==> src/rtl/obdf_pkg.sv <==
`timescale 1ns / 1ps
`default_nettype none
package obdf_pkg;

  localparam int unsigned MAX_LEVELS = 1024;
  localparam int unsigned RANK_W     = $clog2(MAX_LEVELS + 1);

  localparam int unsigned PRICE_W  = 40;
  localparam int unsigned SIZE_W   = 48;
  localparam int unsigned SUM_W    = 58;
  localparam int unsigned TOP_W    = 7;
  localparam int unsigned BAND_W   = 14;
  localparam int unsigned FRAC_W   = 17;
  localparam int unsigned SPREAD_W = 24;
  localparam int unsigned MID_W    = PRICE_W + 1;
  localparam int unsigned BANDP_W  = 56;

  localparam logic [TOP_W-1:0]  TOP_MIN   = 7'd1;
  localparam logic [TOP_W-1:0]  TOP_MAX   = 7'd64;
  localparam logic [TOP_W-1:0]  TOP_RST   = 7'd10;
  localparam logic [BAND_W-1:0] BP_FULL   = 14'd10000;
  localparam logic [BAND_W-1:0] BAND_RST  = 14'd50;
  localparam logic [15:0]       BP_TWICE  = 16'd20000;

  // 2 * 10000 * 256 = 625 << 13
  localparam logic [9:0]  SPREAD_MULT  = 10'd625;
  localparam int unsigned SPREAD_SHIFT = 13;
  localparam int unsigned SPREAD_Q_W   = 23;

  localparam int unsigned FRAC_STEPS = 16;
  localparam int unsigned DIV_STEPS  = SPREAD_Q_W;
  localparam int unsigned CNT_W      = $clog2(DIV_STEPS);
  localparam logic [FRAC_W-1:0] FRAC_ONE  = 17'd65536;
  localparam logic [FRAC_W-1:0] FRAC_HALF = 17'd32768;

  localparam int unsigned Q_DEPTH = 2;
  localparam int unsigned Q_PTR_W = $clog2(Q_DEPTH);
  localparam int unsigned Q_CNT_W = $clog2(Q_DEPTH + 1);

  // register indexes
  localparam logic REG_TOP_LEVELS = 1'b0;
  localparam logic REG_DEPTH_BAND = 1'b1;

  typedef struct packed {
    logic [PRICE_W-1:0] top_bid_px;
    logic [PRICE_W-1:0] top_ask_px;
    logic [SUM_W-1:0]   bid_top;
    logic [SUM_W-1:0]   ask_top;
    logic [SIZE_W-1:0]  bid_max;
    logic [SIZE_W-1:0]  ask_max;
    logic [SUM_W-1:0]   bid_band;
    logic [SUM_W-1:0]   ask_band;
  } snap_t;

  function automatic logic [SUM_W-1:0] sat_add(input logic [SUM_W-1:0] a,
                                               input logic [SIZE_W-1:0] b);
    logic [SUM_W:0] s;
    s = {1'b0, a} + (SUM_W + 1)'(b);
    return s[SUM_W] ? {SUM_W{1'b1}} : s[SUM_W-1:0];
  endfunction

endpackage
`default_nettype wire

==> src/rtl/obdf_back.sv <==
`timescale 1ns / 1ps
`default_nettype none
module obdf_back (
  input  wire logic                              clk_i,
  input  wire logic                              rst_ni,
  input  wire logic                              empty_i,
  input  wire obdf_pkg::snap_t                   snap_i,
  output logic                                   pop_o,
  output logic                                   out_valid_o,
  input  wire logic                              out_stall_i,
  output logic [obdf_pkg::FRAC_W-1:0]            imbalance_frac_o,
  output logic [obdf_pkg::FRAC_W-1:0]            depth_ratio_frac_o,
  output logic [obdf_pkg::FRAC_W-1:0]            wall_frac_o,
  output logic signed [obdf_pkg::SPREAD_W-1:0]   spread_bps_q8_o,
  output logic [obdf_pkg::PRICE_W-1:0]           best_bid_out_o,
  output logic [obdf_pkg::PRICE_W-1:0]           best_ask_out_o,
  output logic [obdf_pkg::SUM_W-1:0]             bid_top_volume_o,
  output logic [obdf_pkg::SUM_W-1:0]             ask_top_volume_o,
  output logic [obdf_pkg::SUM_W-1:0]             bid_band_volume_o,
  output logic [obdf_pkg::SUM_W-1:0]             ask_band_volume_o
);

  localparam logic [2:0] S_IDLE  = 3'd0;
  localparam logic [2:0] S_SETUP = 3'd1;
  localparam logic [2:0] S_PREP  = 3'd2;
  localparam logic [2:0] S_DIV   = 3'd3;
  localparam logic [2:0] S_DONE  = 3'd4;
  localparam int unsigned DW = obdf_pkg::SUM_W + 1;
  localparam int unsigned MW = obdf_pkg::MID_W;
  localparam int unsigned QW = obdf_pkg::SPREAD_Q_W;

  logic [2:0]                  state_q, state_d;
  logic [obdf_pkg::CNT_W-1:0]  cnt_q;
  obdf_pkg::snap_t             snap_q;

  logic [DW-1:0]               top_tot_q, band_tot_q;
  logic [obdf_pkg::SIZE_W-1:0] wall_q;
  logic [MW-1:0]               den_q;
  logic [obdf_pkg::PRICE_W-1:0] diff_q;
  logic                        neg_q;

  // three fraction lanes: imbalance, band ratio, wall
  logic [DW-1:0]               fr_d_q [3];
  logic [DW-1:0]               fr_r_q [3];
  logic [obdf_pkg::FRAC_STEPS-1:0] fr_q_q [3];
  logic [2:0]                  fr_full_q, fr_zero_q;
  logic [DW-1:0]               ln_n [3];
  logic [DW-1:0]               ln_d [3];
  logic [DW:0]                 fr_t [3];
  logic [obdf_pkg::FRAC_W-1:0] fr_res [3];
  logic [obdf_pkg::FRAC_W-1:0] fr_dflt [3];

  // spread long division
  logic [63:0]                 num;
  logic [MW-1:0]               sr_q;
  logic [QW-1:0]               slo_q, sq_q;
  logic [MW:0]                 s_t;
  logic signed [obdf_pkg::SPREAD_W-1:0] spread;

  logic load_out;

  assign pop_o    = (state_q == S_IDLE) && !empty_i;
  assign load_out = (state_q == S_DONE) && (!out_valid_o || !out_stall_i);

  always_comb begin
    ln_n[0] = DW'(snap_q.bid_top);
    ln_d[0] = top_tot_q;
    ln_n[1] = DW'(snap_q.bid_band);
    ln_d[1] = band_tot_q;
    ln_n[2] = DW'(wall_q);
    ln_d[2] = top_tot_q;
    fr_dflt[0] = obdf_pkg::FRAC_HALF;
    fr_dflt[1] = obdf_pkg::FRAC_HALF;
    fr_dflt[2] = '0;
    for (int i = 0; i < 3; i++) begin
      fr_t[i] = {fr_r_q[i], 1'b0};
      if (fr_zero_q[i])      fr_res[i] = fr_dflt[i];
      else if (fr_full_q[i]) fr_res[i] = obdf_pkg::FRAC_ONE;
      else fr_res[i] = obdf_pkg::FRAC_W'(fr_q_q[i])
                     + obdf_pkg::FRAC_W'(fr_t[i] >= {1'b0, fr_d_q[i]});
    end
    num = ((64'(diff_q) * 64'(obdf_pkg::SPREAD_MULT)) << obdf_pkg::SPREAD_SHIFT)
        + 64'(den_q >> 1);
    s_t = {sr_q, slo_q[QW-1]};
    if (den_q == '0)  spread = '0;
    else if (neg_q)   spread = obdf_pkg::SPREAD_W'(-{1'b0, sq_q});
    else              spread = obdf_pkg::SPREAD_W'({1'b0, sq_q});
  end

  always_comb begin
    state_d = state_q;
    unique case (state_q)
      S_IDLE:  if (!empty_i) state_d = S_SETUP;
      S_SETUP: state_d = S_PREP;
      S_PREP:  state_d = S_DIV;
      S_DIV:   if (cnt_q == obdf_pkg::CNT_W'(obdf_pkg::DIV_STEPS - 1)) state_d = S_DONE;
      S_DONE:  if (load_out) state_d = S_IDLE;
      default: state_d = S_IDLE;
    endcase
  end

  always_ff @(posedge clk_i or negedge rst_ni) begin
    if (!rst_ni) begin
      state_q     <= S_IDLE;
      cnt_q       <= '0;
      out_valid_o <= 1'b0;
    end else begin
      state_q <= state_d;
      if (state_q == S_DIV) cnt_q <= cnt_q + 1'b1;
      else                  cnt_q <= '0;
      if (load_out)         out_valid_o <= 1'b1;
      else if (!out_stall_i) out_valid_o <= 1'b0;
    end
  end

  always_ff @(posedge clk_i) begin
    if (pop_o) snap_q <= snap_i;
    if (state_q == S_SETUP) begin
      top_tot_q  <= DW'(snap_q.bid_top) + DW'(snap_q.ask_top);
      band_tot_q <= DW'(snap_q.bid_band) + DW'(snap_q.ask_band);
      wall_q     <= (snap_q.bid_max > snap_q.ask_max) ? snap_q.bid_max : snap_q.ask_max;
      den_q      <= MW'(snap_q.top_bid_px) + MW'(snap_q.top_ask_px);
      neg_q      <= snap_q.top_ask_px < snap_q.top_bid_px;
      diff_q     <= (snap_q.top_ask_px < snap_q.top_bid_px)
                    ? snap_q.top_bid_px - snap_q.top_ask_px
                    : snap_q.top_ask_px - snap_q.top_bid_px;
    end
    if (state_q == S_PREP) begin
      for (int i = 0; i < 3; i++) begin
        fr_d_q[i]    <= ln_d[i];
        fr_r_q[i]    <= ln_n[i];
        fr_q_q[i]    <= '0;
        fr_full_q[i] <= ln_n[i] >= ln_d[i];
        fr_zero_q[i] <= ln_d[i] == '0;
      end
      sr_q  <= num[63:QW];
      slo_q <= num[QW-1:0];
      sq_q  <= '0;
    end
    if (state_q == S_DIV) begin
      if (cnt_q < obdf_pkg::CNT_W'(obdf_pkg::FRAC_STEPS)) begin
        for (int i = 0; i < 3; i++) begin
          if (fr_t[i] >= {1'b0, fr_d_q[i]}) begin
            fr_r_q[i] <= DW'(fr_t[i] - {1'b0, fr_d_q[i]});
            fr_q_q[i] <= {fr_q_q[i][obdf_pkg::FRAC_STEPS-2:0], 1'b1};
          end else begin
            fr_r_q[i] <= DW'(fr_t[i]);
            fr_q_q[i] <= {fr_q_q[i][obdf_pkg::FRAC_STEPS-2:0], 1'b0};
          end
        end
      end
      slo_q <= {slo_q[QW-2:0], 1'b0};
      if (s_t >= {1'b0, den_q}) begin
        sr_q <= MW'(s_t - {1'b0, den_q});
        sq_q <= {sq_q[QW-2:0], 1'b1};
      end else begin
        sr_q <= MW'(s_t);
        sq_q <= {sq_q[QW-2:0], 1'b0};
      end
    end
    if (load_out) begin
      imbalance_frac_o   <= fr_res[0];
      depth_ratio_frac_o <= fr_res[1];
      wall_frac_o        <= fr_res[2];
      spread_bps_q8_o    <= spread;
      best_bid_out_o     <= snap_q.top_bid_px;
      best_ask_out_o     <= snap_q.top_ask_px;
      bid_top_volume_o   <= snap_q.bid_top;
      ask_top_volume_o   <= snap_q.ask_top;
      bid_band_volume_o  <= snap_q.bid_band;
      ask_band_volume_o  <= snap_q.ask_band;
    end
  end

  a_pop_starts: assert property (@(posedge clk_i) disable iff (!rst_ni)
    pop_o |=> state_q == S_SETUP)
    else $error("snapshot popped without starting work");

  a_frac_cap: assert property (@(posedge clk_i) disable iff (!rst_ni)
    load_out |=> (imbalance_frac_o <= obdf_pkg::FRAC_ONE)
                 && (wall_frac_o <= obdf_pkg::FRAC_ONE))
    else $error("fraction above one");

endmodule
`default_nettype wire

==> config.mk <==
export PLATFORM = sky130hd
export DESIGN_NAME = obdf_back
export DESIGN_NICKNAME = d
export VERILOG_FILES = /design/src/rtl/obdf_pkg.sv /design/src/rtl/obdf_back.sv
export SDC_FILE = /design/constraint.sdc
export NUM_CORES = 2
export LEC_CHECK = 0
export BUFFER_PORTS_ARGS = -buffer_cell sky130_fd_sc_hd__buf_4
export CAP_MARGIN = 20
export CORE_MARGIN = 10
export CORE_UTILIZATION = 35
export DETAILED_ROUTE_END_ITERATION = 8
export GPL_ROUTABILITY_DRIVEN = 0
export PLACE_DENSITY = 0.56
export SLEW_MARGIN = 20
export SYNTH_ARGS = -nofsm -noshare
export SYNTH_HDL_FRONTEND = slang
export SYNTH_SLANG_ARGS = --single-unit
==> constraint.sdc <==
create_clock -name clk_i -period 112.3 [get_ports clk_i]
set_input_delay 5.615 -clock clk_i [delete_from_list [all_inputs] [get_ports clk_i]]
set_output_delay 5.615 -clock clk_i [all_outputs]
set_load 0.01 [all_outputs]
==> out/metrics.csv <==
metric;value;unit
Initial Util;0.352;
worst skew pair latency;0.84;ns
Mapped Cells;8406;
Iter 0 DRT Violations;5129;
antenna-violating nets left;0;
Netlist Area Pre-Place;91300;um2
Startpoint Class;input port;
layout cells sized above 1;0.139;
DR WL/cell;22.2;um
Synth Warn #;0;
CTS Buf Count;172;
worst hold path type;flop to flop;
hold_buf cts;0;
Worst EP arrival;6.59;ns
Hold Fails Final Rpt;0;
grt peak-use layer;met2;
Synth area leader;edfxtp_1;
RSZ-0062 raised after global routing;false;
Least-Margin Pin Slew;1.14;ns
All-Layer GR Usage;0.192;
Synth Register Bits;1486;
M1 GR Usage;0.246;
top_reg_cell synth;edfxtp_1;
chip height;531;um
H-tree level count;4;
setup_tns;0;ns
vias in the first global route;67800;
CTS tree;yes;
Max Cap Viol;0;
FP Rows;187;
Area Growth Syn to Fin;17.3;%
WS Path Type;input port to output pin;
outcome;complete, no violations;
final slew viol count;0;
Pwr per Cell Area;27.6;nW/um2
Clock Tree Buf Depth;3;
clock transition at the registers of the reported paths;0.06;ns
I/O pins;801;
cell with the most instances after synthesis;edfxtp_1;
IO Port Bufs;800;
first-pass GRT wire length;419000;um
asr flop ratio synth;0.00606;
First-pass DRT Iterations;5;
dpl hpwl;222000;um
Root Buffer;clkbuf_16;
average size of a mapped cell;10.9;um2
top cell type's share of synthesized area;0.485;
DR vias/cell;5.30;
initial antenna violation count;21;
Final #Nets;10500;
Die Width;531;um
total die area;282000;um2
Synth area leaders;edfxtp_1, ha_1, a21oi_1, inv_1, xnor2_1;
CTS resizes;0;
core area;260000;um2
Clock Skew;0.0305;ns
Post-synth EDFFs;1474;
CP required;106.68;ns
# DRC;0;
CP endpoint kind;output pin;
met3 Usage GRT;0.0318;
clock period minus final worst setup slack;12.20;ns
sequential-to-total area share from yosys stat;0.488;
via count;67400;
final period utilization;0.109;
Lkg Pwr;44.6;nW
crit path max fanout;7;
FMAX;81.9;MHz
Routed Wire Length;282000;um
syn nets;9781;
largest net degree at the start of global routing;169;
final setup vio count;0;
Relative slew margins;0.230;
Setup WS pre-CTS;100.09;ns
Synth cell types;119;
M2 GR Usage;0.326;
# clock sinks;1486;
Layout fillers;24900;
maximum vdd ir drop;0.0296;mV
post-CTS repair timing setup buffer count;0;
overflow left after global routing;0;
Final WS setup;100.10;ns
most frequent cells after synthesis;edfxtp_1, inv_1, ha_1, a21oi_1, nand2_1;
==> critical path: stages <==
cell and delay, ns:
buf_4 0.13, nor4_2 0.23, buf_4 0.37, buf_4 0.19
==> stage by stage <==
step	util	instance area (um2)	total power [mW]	hold WS, ns	cells
floorplan	-	91300	2.01	0.425	8406
global route	0.412	107000	3.19	0.453	12700
finish	0.412	107000	2.96	0.449	12700
detailed placement	0.389	101000	2.35	0.432	12400
CTS	0.412	107000	2.96	0.447	12700
global placement	0.389	101000	2.33	0.440	12400
==> layout make-up <==
class                           instances  area, um2  share of cell area
Tap cell                             3402       4260              0.0397
Clock buffer                          194       4480              0.0418
Timing Repair Buffer                  852       6450              0.0602
Inverter                              879       3310              0.0309
Sequential cell                      1486      44500               0.416
Multi-Input combinational cell       5783      42500               0.397
Antenna cell                            9       22.5            0.000210
Clock inverter                        119       1530              0.0143
==> power breakdown <==
part,leakage (nW),switching [mW],internal [mW],total (mW)
registers,13.9,0.0565,0.756,0.812
logic,27.8,0.946,0.603,1.55
clock network,2.91,0.246,0.352,0.598
total,44.6,1.25,1.71,2.96
==> layout by cell type (no fill, tap or decap), types with 79 or more instances in the layout <==
cell type	count
inv_1	868
nor2_1	491
fa_1	117
nor3_1	105
nor2b_1	85
a21oi_1	709
nand4_1	157
nand2_1	534
xnor2_1	303
clkbuf_16	175
buf_4	847
xor2_1	203
a21o_1	320
o21ai_0	471
nand3_1	154
o21a_1	84
ha_1	846
nand2b_1	79
o21bai_1	106
edfxtp_1	1474
==> routing by layer <==
metal,part of all wire,wire (um),vias to the layer above
li1,-,-,32200
met1,0.43,120000,32800
met2,0.48,136000,2009
met3,0.054,15300,448
met4,0.038,10700,0
met5,0,0,-
==> logic make-up after synthesis <==
family / after synthesis / synth area share
simple gates: 1935 / 0.103
buf+inv: 1137 / 0.0483
fa+ha+maj: 963 / 0.142
compound gates: 2265 / 0.158
mux: 113 / 0.0131
xor+xnor: 507 / 0.0487
flops: 1486 / 0.488
==> flip-flops by register name, indices dropped and copies added, names as in the netlist, 24 cells and up <==
signal and flops:
snap_q 292, fr_r_q 177, fr_d_q 118, ln_n 116, band_tot_q 59, top_tot_q 59
ask_band_volume_o 58, ask_top_volume_o 58, bid_band_volume_o 58, bid_top_volume_o 58, fr_q_q 48, wall_q 48
den_q 41, sr_q 41, best_ask_out_o 40, best_bid_out_o 40, diff_q 39, spread_bps_q8_o 24
==> final timing paths <==
kind | from | to | slack [ns] | cells past startpoint
hold / removal | band_tot_q[16]$_DFFE_PP_ | fr_d_q[0][75]$_DFFE_PP_ | 0.45 | 0
min in group asynchronous | rst_ni | state_q[2]$_DFFE_PN0P_ | 4.59 | 1
max in group asynchronous | rst_ni | cnt_q[4]$_DFF_PN0_ | 107.55 | 1
hold reg to reg | band_tot_q[16]$_DFFE_PP_ | fr_d_q[0][75]$_DFFE_PP_ | 0.45 | 0
setup reg to reg | diff_q[4]$_DFFE_PP_ | sr_q[36]$_DFFE_PN_ | 104.73 | 32
setup / recovery | empty_i | pop_o | 100.10 | 4
Note: power is estimated with default switching activity, not from simulation.
