## src/rtl/obdf_pkg.sv

```systemverilog
`timescale 1ns / 1ps
`default_nettype none
package obdf_pkg;

  localparam int unsigned MAX_LEVELS = 1024;
  localparam int unsigned RANK_W     = $clog2(MAX_LEVELS + 1);

  localparam int unsigned PRICE_W  = 40;
  localparam int unsigned SIZE_W   = 48;
  localparam int unsigned SUM_W    = 58;
  localparam int unsigned TOP_W    = 7;
  localparam int unsigned BAND_W   = 14;
  localparam int unsigned FRAC_W   = 17;
  localparam int unsigned SPREAD_W = 24;
  localparam int unsigned MID_W    = PRICE_W + 1;
  localparam int unsigned BANDP_W  = 56;

  localparam logic [TOP_W-1:0]  TOP_MIN   = 7'd1;
  localparam logic [TOP_W-1:0]  TOP_MAX   = 7'd64;
  localparam logic [TOP_W-1:0]  TOP_RST   = 7'd10;
  localparam logic [BAND_W-1:0] BP_FULL   = 14'd10000;
  localparam logic [BAND_W-1:0] BAND_RST  = 14'd50;
  localparam logic [15:0]       BP_TWICE  = 16'd20000;

  // 2 * 10000 * 256 = 625 << 13
  localparam logic [9:0]  SPREAD_MULT  = 10'd625;
  localparam int unsigned SPREAD_SHIFT = 13;
  localparam int unsigned SPREAD_Q_W   = 23;

  localparam int unsigned FRAC_STEPS = 16;
  localparam int unsigned DIV_STEPS  = SPREAD_Q_W;
  localparam int unsigned CNT_W      = $clog2(DIV_STEPS);
  localparam logic [FRAC_W-1:0] FRAC_ONE  = 17'd65536;
  localparam logic [FRAC_W-1:0] FRAC_HALF = 17'd32768;

  localparam int unsigned Q_DEPTH = 2;
  localparam int unsigned Q_PTR_W = $clog2(Q_DEPTH);
  localparam int unsigned Q_CNT_W = $clog2(Q_DEPTH + 1);

  // register indexes
  localparam logic REG_TOP_LEVELS = 1'b0;
  localparam logic REG_DEPTH_BAND = 1'b1;

  typedef struct packed {
    logic [PRICE_W-1:0] top_bid_px;
    logic [PRICE_W-1:0] top_ask_px;
    logic [SUM_W-1:0]   bid_top;
    logic [SUM_W-1:0]   ask_top;
    logic [SIZE_W-1:0]  bid_max;
    logic [SIZE_W-1:0]  ask_max;
    logic [SUM_W-1:0]   bid_band;
    logic [SUM_W-1:0]   ask_band;
  } snap_t;

  function automatic logic [SUM_W-1:0] sat_add(input logic [SUM_W-1:0] a,
                                               input logic [SIZE_W-1:0] b);
    logic [SUM_W:0] s;
    s = {1'b0, a} + (SUM_W + 1)'(b);
    return s[SUM_W] ? {SUM_W{1'b1}} : s[SUM_W-1:0];
  endfunction

endpackage
`default_nettype wire

```

## src/rtl/obdf_queue.sv

```systemverilog
`timescale 1ns / 1ps
`default_nettype none
module obdf_queue (
  input  wire logic             clk_i,
  input  wire logic             rst_ni,
  input  wire logic             push_i,
  input  wire obdf_pkg::snap_t  push_data_i,
  output logic                  full_o,
  input  wire logic             pop_i,
  output logic                  empty_o,
  output obdf_pkg::snap_t       pop_data_o
);

  obdf_pkg::snap_t              mem_q [obdf_pkg::Q_DEPTH];
  logic [obdf_pkg::Q_PTR_W-1:0] wr_q, rd_q;
  logic [obdf_pkg::Q_CNT_W-1:0] cnt_q;

  assign full_o     = cnt_q == obdf_pkg::Q_CNT_W'(obdf_pkg::Q_DEPTH);
  assign empty_o    = cnt_q == '0;
  assign pop_data_o = mem_q[rd_q];

  always_ff @(posedge clk_i) begin
    if (push_i) mem_q[wr_q] <= push_data_i;
  end

  always_ff @(posedge clk_i or negedge rst_ni) begin
    if (!rst_ni) begin
      wr_q  <= '0;
      rd_q  <= '0;
      cnt_q <= '0;
    end else begin
      if (push_i) wr_q <= wr_q + 1'b1;
      if (pop_i)  rd_q <= rd_q + 1'b1;
      cnt_q <= cnt_q + obdf_pkg::Q_CNT_W'(push_i) - obdf_pkg::Q_CNT_W'(pop_i);
    end
  end

  a_no_overflow: assert property (@(posedge clk_i) disable iff (!rst_ni)
    !(push_i && full_o && !pop_i))
    else $error("snapshot queue overflow");

  a_no_underflow: assert property (@(posedge clk_i) disable iff (!rst_ni)
    !(pop_i && empty_o))
    else $error("snapshot queue underflow");

endmodule
`default_nettype wire

```

## config.mk

```make
export PLATFORM = sky130hd
export DESIGN_NAME = obdf_queue
export DESIGN_NICKNAME = d
export VERILOG_FILES = /design/src/rtl/obdf_pkg.sv /design/src/rtl/obdf_queue.sv
export SDC_FILE = /design/constraint.sdc
export NUM_CORES = 1
export LEC_CHECK = 0
export ABC_CLOCK_PERIOD_IN_PS = 39300
export BUFFER_PORTS_ARGS = -buffer_cell sky130_fd_sc_hd__buf_2
export CORE_AREA = 10 10 308 310
export CTS_CLUSTER_DIAMETER = 80
export CTS_CLUSTER_SIZE = 28
export DETAILED_ROUTE_END_ITERATION = 12
export DIE_AREA = 0 0 318 320
export PLACE_DENSITY_LB_ADDON = 0.15
export SLEW_MARGIN = 0
export SYNTH_ARGS = -nofsm -noshare
export SYNTH_HDL_FRONTEND = slang
export SYNTH_SLANG_ARGS = --single-unit
```

## constraint.sdc

```tcl
create_clock -name clk_i -period 39.3 [get_ports clk_i]
set_input_delay 1.965 -clock clk_i [delete_from_list [all_inputs] [get_ports clk_i]]
set_output_delay 1.965 -clock clk_i [all_outputs]
set_load 0.05 [all_outputs]
```

==> reports/summary.txt, run 1 <==
YOSYS
---------------------------------------------------------------------------------
Yosys top cell by area .............................................     edfxtp_1
Instance count of the mapped netlist ...............................         1284
Area fraction in compound gates after synthesis ....................            0
Main combinational cell family by area after synthesis ............. multiplexers
Synthesized area per cell ..........................................     23.0 um2
Sequential share of the synthesized area ...........................        0.833
Mux cell area share after synthesis ................................        0.155
Post-synth top area share ..........................................        0.829
Adder-cell share of the synthesized area ...........................     0.000847
Number of warnings issued by yosys .................................            0
Post-synthesis cell area ...........................................   0.0295 mm2
Synth Area in XOR/XNOR .............................................      0.00140
Number of nets produced by synthesis ...............................         1698
Simple logic cell fraction of the synthesized area .................     0.000762
Count of state elements after synthesis ............................          820
Post-synth cell types ..............................................           13
Largest cells by area after synthesis .............................. edfxtp_1 83%, mux2_2 12%, mux2_1 3.8%

ROUTING
---------------------------------------------------------------------------------
Violation count after the first detailed-route iteration ...........         1095
Post-detailed-route via-to-cell ratio ..............................         4.55
Drt first pass iters ...............................................            4
Via count ..........................................................        15200
DRC viols ..........................................................            0
Remaining antenna violation count after routing ....................            0
Routed wire length .................................................      79.2 mm
Average detailed-routed wire length per instance ...................      23.8 um

FINISH
---------------------------------------------------------------------------------
Nets ...............................................................         2530
Post-synthesis to final-layout area growth .........................        23.4%
Number of fillers in the final layout ..............................         8047
Final instance count without filler cells ..........................         3333
Share of post-route cells with drive strength above 1 ..............        0.564

TIMING
---------------------------------------------------------------------------------
Min Tclk post-route ................................................      6090 ps
Hold Violations, Final .............................................            0
Worst slew slack as a fraction of its limit ........................        0.157
Final worst setup slack ............................................     33210 ps
Number of slew-limit violations in the final report ................            0
Maximum frequency from static timing analysis ......................    0.164 GHz
Clock skew after layout ............................................      17.7 ps
Setup TNS after final layout .......................................         0 ps
Measured slew at the worst slew-check pin ..........................      1260 ps
Setup violation total in the final timing report ...................            0
Tcrit/Tclk final ...................................................        0.155
RSZ-0062 raised after global routing ...............................        false

CLOCK NETWORK
---------------------------------------------------------------------------------
Number of hold-repair buffers added at the cts stage ...............            0
Sinks on the clock net .............................................          820
Resized Gates After CTS ............................................            0
CTS H-Tree Depth ...................................................            2
Later-pin clock latency in the skew report .........................       580 ps
Clock buffers created by TritonCTS .................................           41
Clock slew seen by the registers of the worst setup and hold paths .       100 ps
CTS root buf .......................................................    clkbuf_16
Buffer count from post-CTS setup fixing ............................            0
CTS tree ...........................................................        built
Maximum number of buffers from clock root to sink ..................            3

GRT
---------------------------------------------------------------------------------
Number of global-route vias before repair ..........................        16100
Wire length of the first global-routing pass .......................       110 mm
Total global routing track utilization .............................        0.146
Initial antenna violation count ....................................           47
Global route overflow ..............................................            0
Maximum number of pins on one net before global-route repair .......          165

SETUP PATH
---------------------------------------------------------------------------------
Largest fanout on the critical path ................................           72
Critical Path Sink Type ............................................ primary output
Startpoint type of the worst setup path ............................         flop
Arrival time at the worst endpoint .................................      4130 ps
Critical Setup Path Class ..........................................   reg -> out
Cell with the most instances on the worst path .....................        buf_4
Cell with the biggest individual delay on the critical path ........      dfrtp_4
Cell-by-cell listing of the critical path .......................... buf_4 > buf_4 > mux2_2 > buf_2
Data required time at the worst endpoint ...........................     37330 ps
Delay of the slowest critical-path stage ...........................       930 ps

PWR
---------------------------------------------------------------------------------
Leakage power figure ...............................................      13.4 nW
Overall power after layout .........................................      3.03 mW
Cell area power density ............................................  83.2 mW/mm2
Peak supply drop ...................................................    0.0510 mV

FLOORPLANNING
---------------------------------------------------------------------------------
Rows ...............................................................          109
Floorplan die area .................................................    0.102 mm2
Vertical die dimension .............................................       320 um
Starting density of the core .......................................        0.335
Number of placed I/O pins ..........................................          822
Core outline area ..................................................   0.0882 mm2
Die Width ..........................................................       318 um

RUN STATUS
---------------------------------------------------------------------------------
Outcome ............................................................    completed

PLACE
---------------------------------------------------------------------------------
DPL Wire Length ....................................................      57.9 mm
Placed cell count ..................................................         3238
Number of buffer cells added on primary ports ......................          821
Placer's final routability congestion estimate .....................        0.790
Worst Setup Slack post-DPL .........................................     33220 ps

RUN
---------------------------------------------------------------------------------
Max-cap violations .................................................            0

HOLD PATH
---------------------------------------------------------------------------------
Hold WC Path Type ..................................................   reg -> reg

==> registers in the layout, summed over array words and instances (netlist names) <==
name	flops
mem_q	816
cnt_q	2
rd_q	1
wr_q	1
==> critical path: cells and delay by family (launching register included) <==
family / cells / cell delay [ps]
multiplexers: 1 / 430
flip-flops: 1 / 930
buffers and inverters: 3 / 1980
==> layer usage <==
metal | global-route usage | part of all wire
met1 | 0.145 | 0.34
met4 | 0.0480 | 0.026
met2 | 0.271 | 0.54
met5 | 0 | 0.0026
met3 | 0.0602 | 0.092
==> metrics by stage <==
stage	hold slack, ps	utilization	instance area (um2)
2_1_floorplan	455	-	29500
3_3_place_gp	536	0.397	35000
3_5_place_dp	541	0.397	35000
4_1_cts	554	0.412	36400
5_1_grt	565	0.413	36400
6_report	555	0.413	36400
==> final timing paths <==
| check | start | to | slack [ps] | cells after the start |
|---|---|---|---|---|
| max reg2reg | wr_q$_DFFE_PN0P_ | mem_q[0][324]$_DFFE_PP_ | 35010 | 5 |
| min reg2reg | wr_q$_DFFE_PN0P_ | wr_q$_DFFE_PN0P_ | 560 | 1 |
| min in group asynchronous | rst_ni | cnt_q[1]$_DFF_PN0_ | 1170 | 1 |
| max in group asynchronous | rst_ni | rd_q$_DFFE_PN0P_ | 37990 | 1 |
| max | rd_q$_DFFE_PN0P_ | pop_data_o[87] | 33210 | 4 |
| min | wr_q$_DFFE_PN0P_ | wr_q$_DFFE_PN0P_ | 560 | 1 |
==> final cells by class <==
class                           count  area (um2)  area share
Clock buffer                       45        1040      0.0286
Inverter                            2        7.51    0.000206
Multi-Input combinational cell    417        4690       0.129
Sequential cell                   820       24600       0.675
Timing Repair Buffer              834        4240       0.116
Antenna cell                       25        62.6     0.00172
Clock inverter                     25         335     0.00920
Tap cell                         1165        1460      0.0400
==> layout by cell type, fill, tap and decap left out <==
master        n
buf_2       821
edfxtp_1    816
mux2_2      308
mux2_1      100
clkbuf_16    41
diode_2      25
buf_4        10
inv_6         5
inv_8         5
bufinv_16     4
clkbuf_1      4
clkinv_1      3
dfrtp_1       3
buf_12        3
inv_1         2
xor2_1        2
ha_1          2
clkinv_2      2
inv_12        2
clkinvlp_4    2
xor3_1        1
nor2b_4       1
nor2_1        1
nor2b_1       1
and2_4        1
clkinv_8      1
clkinv_16     1
dfrtp_4       1
==> power breakdown <==
group / total, mW / switching (mW) / leakage [nW] / internal, mW
Sequential: 1.20 / 0.0415 / 7.70 / 1.16
Clock: 0.511 / 0.281 / 0.665 / 0.229
Combinational: 1.32 / 0.999 / 4.98 / 0.322
==> logic make-up (layout without fill, tap and decap cells) <==
family / after synthesis / after routing
simple gates: 4 / 4
other cells: 0 / 25
xor+xnor: 3 / 3
mux: 408 / 408
flops: 820 / 820
fa+ha+maj: 2 / 2
buf+inv: 47 / 906
==> synth_stat cells <==
cell      instances
mux2_1          100
buf_2            34
inv_1             2
and2_1            1
xor2_1            2
edfxtp_1        816
ha_1              2
xor3_1            1
dfrtp_1           4
nor2b_1           2
buf_4            11
mux2_2          308
nor2_1            1
(Power assumes the default switching activity.)
==> run 2: changes to the inputs <==
- ABC_CLOCK_PERIOD_IN_PS: 39300 -> 5300
- clock period: 39.3 -> 5.3 ns (I/O delays scaled with it)
==> run 2 against run 1 <==
Against the previous run:
- first-iteration DRC count shrank 6.2%
- via count increased by 9.6%
- die area did not move
- clock power increased to 8.1 times the previous value
- worst setup slack worse by 31000 ps
==> reports/summary.txt, run 2 (same netlist as run 1, synthesis figures left out) <==
FLOORPLANNING
---------------------------------------------------------------------------------
Number of placed I/O pins ..........................................          822
Die Width ..........................................................       318 um
Vertical die dimension .............................................       320 um
Starting density of the core .......................................        0.335
Floorplan die area .................................................    0.102 mm2
Rows ...............................................................          109
Core outline area ..................................................   0.0882 mm2

CLOCK NETWORK
---------------------------------------------------------------------------------
Maximum number of buffers from clock root to sink ..................            3
Resized Gates After CTS ............................................            0
CTS root buf .......................................................    clkbuf_16
Sinks on the clock net .............................................          820
CTS tree ...........................................................        built
Later-pin clock latency in the skew report .........................       590 ps
Clock slew seen by the registers of the worst setup and hold paths .        90 ps
Clock buffers created by TritonCTS .................................           43
CTS H-Tree Depth ...................................................            2

SETUP PATH
---------------------------------------------------------------------------------
Largest fanout on the critical path ................................           51
Arrival time at the worst endpoint .................................      2800 ps
Critical Path Sink Type ............................................ primary output
Data required time at the worst endpoint ...........................      5040 ps
Critical Setup Path Class ..........................................   reg -> out
Startpoint type of the worst setup path ............................         flop

TIMING
---------------------------------------------------------------------------------
Min Tclk post-route ................................................      3070 ps
Tcrit/Tclk final ...................................................        0.579
Setup violation total in the final timing report ...................            0
Worst slew slack as a fraction of its limit ........................        0.361
Hold Violations, Final .............................................            0
Measured slew at the worst slew-check pin ..........................       958 ps
Number of slew-limit violations in the final report ................            0
Clock skew after layout ............................................      22.5 ps
RSZ-0062 raised after global routing ...............................        false
Maximum frequency from static timing analysis ......................    0.326 GHz
Smallest hold slack ................................................      73.8 ps

ROUTING
---------------------------------------------------------------------------------
Average detailed-routed wire length per instance ...................      22.0 um
Post-detailed-route via-to-cell ratio ..............................         4.44
Via count ..........................................................        16600
DRC viols ..........................................................            0
Remaining antenna violation count after routing ....................            0
Violation count after the first detailed-route iteration ...........         1027
Routed wire length .................................................      82.2 mm
Drt first pass iters ...............................................            5

PWR
---------------------------------------------------------------------------------
Overall power after layout .........................................      23.1 mW
Peak supply drop ...................................................     0.411 mV
Cell area power density ............................................   566 mW/mm2
Leakage power figure ...............................................      15.2 nW

RUN
---------------------------------------------------------------------------------
Max-cap violations .................................................            0

FINISH
---------------------------------------------------------------------------------
Nets ...............................................................         2948
Final instance count without filler cells ..........................         3741
Post-synthesis to final-layout area growth .........................        38.2%
Commonest non-fill, non-tap cell in the layout .....................        buf_2
Largest regs ....................................................... mem_q (816), cnt_q (2)
Commonest non-fill, non-tap cells in the layout .................... 821 x buf_2, 816 x edfxtp_1, 411 x dlygate4sd3_1
Max reg flops ......................................................          816
Register bank with the most flops ..................................        mem_q
Share of post-route cells with drive strength above 1 ..............        0.476

PLACE
---------------------------------------------------------------------------------
Placer's final routability congestion estimate .....................        0.787
Placed cell count ..................................................         3243
DPL Wire Length ....................................................      58.7 mm
Number of buffer cells added on primary ports ......................          821

RUN STATUS
---------------------------------------------------------------------------------
Outcome ............................................................    completed

GRT
---------------------------------------------------------------------------------
Number of global-route vias before repair ..........................        18300
Total global routing track utilization .............................        0.153
Global route overflow ..............................................            0
Initial antenna violation count ....................................           10
Wire length of the first global-routing pass .......................       119 mm
Maximum number of pins on one net before global-route repair .......          147

HOLD PATH
---------------------------------------------------------------------------------
Hold WC Path Type ..................................................  in -> async

[run 2: routing by layer]
layer / wire length (um) / global-route usage
met5: 13 / 0
met4: 2420 / 0.0499
met3: 5660 / 0.0455
met2: 44100 / 0.285
met1: 30000 / 0.163
[run 2: path summary, 6_finish.rpt]
| kind | startpoint | to | slack (ps) | cells past startpoint |
|---|---|---|---|---|
| max | rd_q$_DFFE_PN0P_ | pop_data_o[263] | 2230 | 3 |
| min | rst_ni | cnt_q[0]$_DFF_PN0_ | 70 | 2 |
| max reg2reg | wr_q$_DFFE_PN0P_ | mem_q[0][171]$_DFFE_PP_ | 2910 | 2 |
| min reg2reg | wr_q$_DFFE_PN0P_ | wr_q$_DFFE_PN0P_ | 550 | 1 |
| max in group asynchronous | rst_ni | rd_q$_DFFE_PN0P_ | 5080 | 2 |
| min in group clk_i | push_data_i[233] | mem_q[1][233]$_DFFE_PP_ | 390 | 2 |
[run 2: final cells by class]
| cell class | count | area [um2] |
|---|---|---|
| inverter | 2 | 7.51 |
| antenna | 11 | 27.5 |
| clock inverter | 30 | 464 |
| sequential | 820 | 24600 |
| fill | 7758 | 47400 |
| timing repair buffer | 1250 | 8460 |
| clock buffer | 46 | 1130 |
| tap | 1165 | 1460 |
| multi-input combinational | 417 | 4690 |
[run 2: report_power, final]
group          switching [mW]  total (mW)  leakage, nW  internal [mW]
clock network            2.18        4.12        0.766           1.94
logic                    7.50        10.1         6.75           2.61
registers               0.308        8.89         7.70           8.58
total                    9.99        23.1         15.2           13.1
[run 2: metrics by stage]
step	setup slack (ps)	util	setup TNS [ps]	area (um2)
floorplan	-1600	-	-887190	29600
finish	2230	0.463	0	40800
detailed placement	2770	0.398	0	35100
CTS	2100	0.463	0	40800
global route	2060	0.463	0	40800
global placement	2780	0.398	0	35100
[run 2: timing repair]
item | 4_1_cts | 5_1_grt
hold buffers | 411 | 0
endpoints found under the hold margin | 823 | 0
buffers inserted | 0 | 0
[run 2: critical path, cell delays in order (launching register included)]
cell	delay [ps]
dfrtp_4	870
buf_4	650
mux2_2	420
buf_2	210
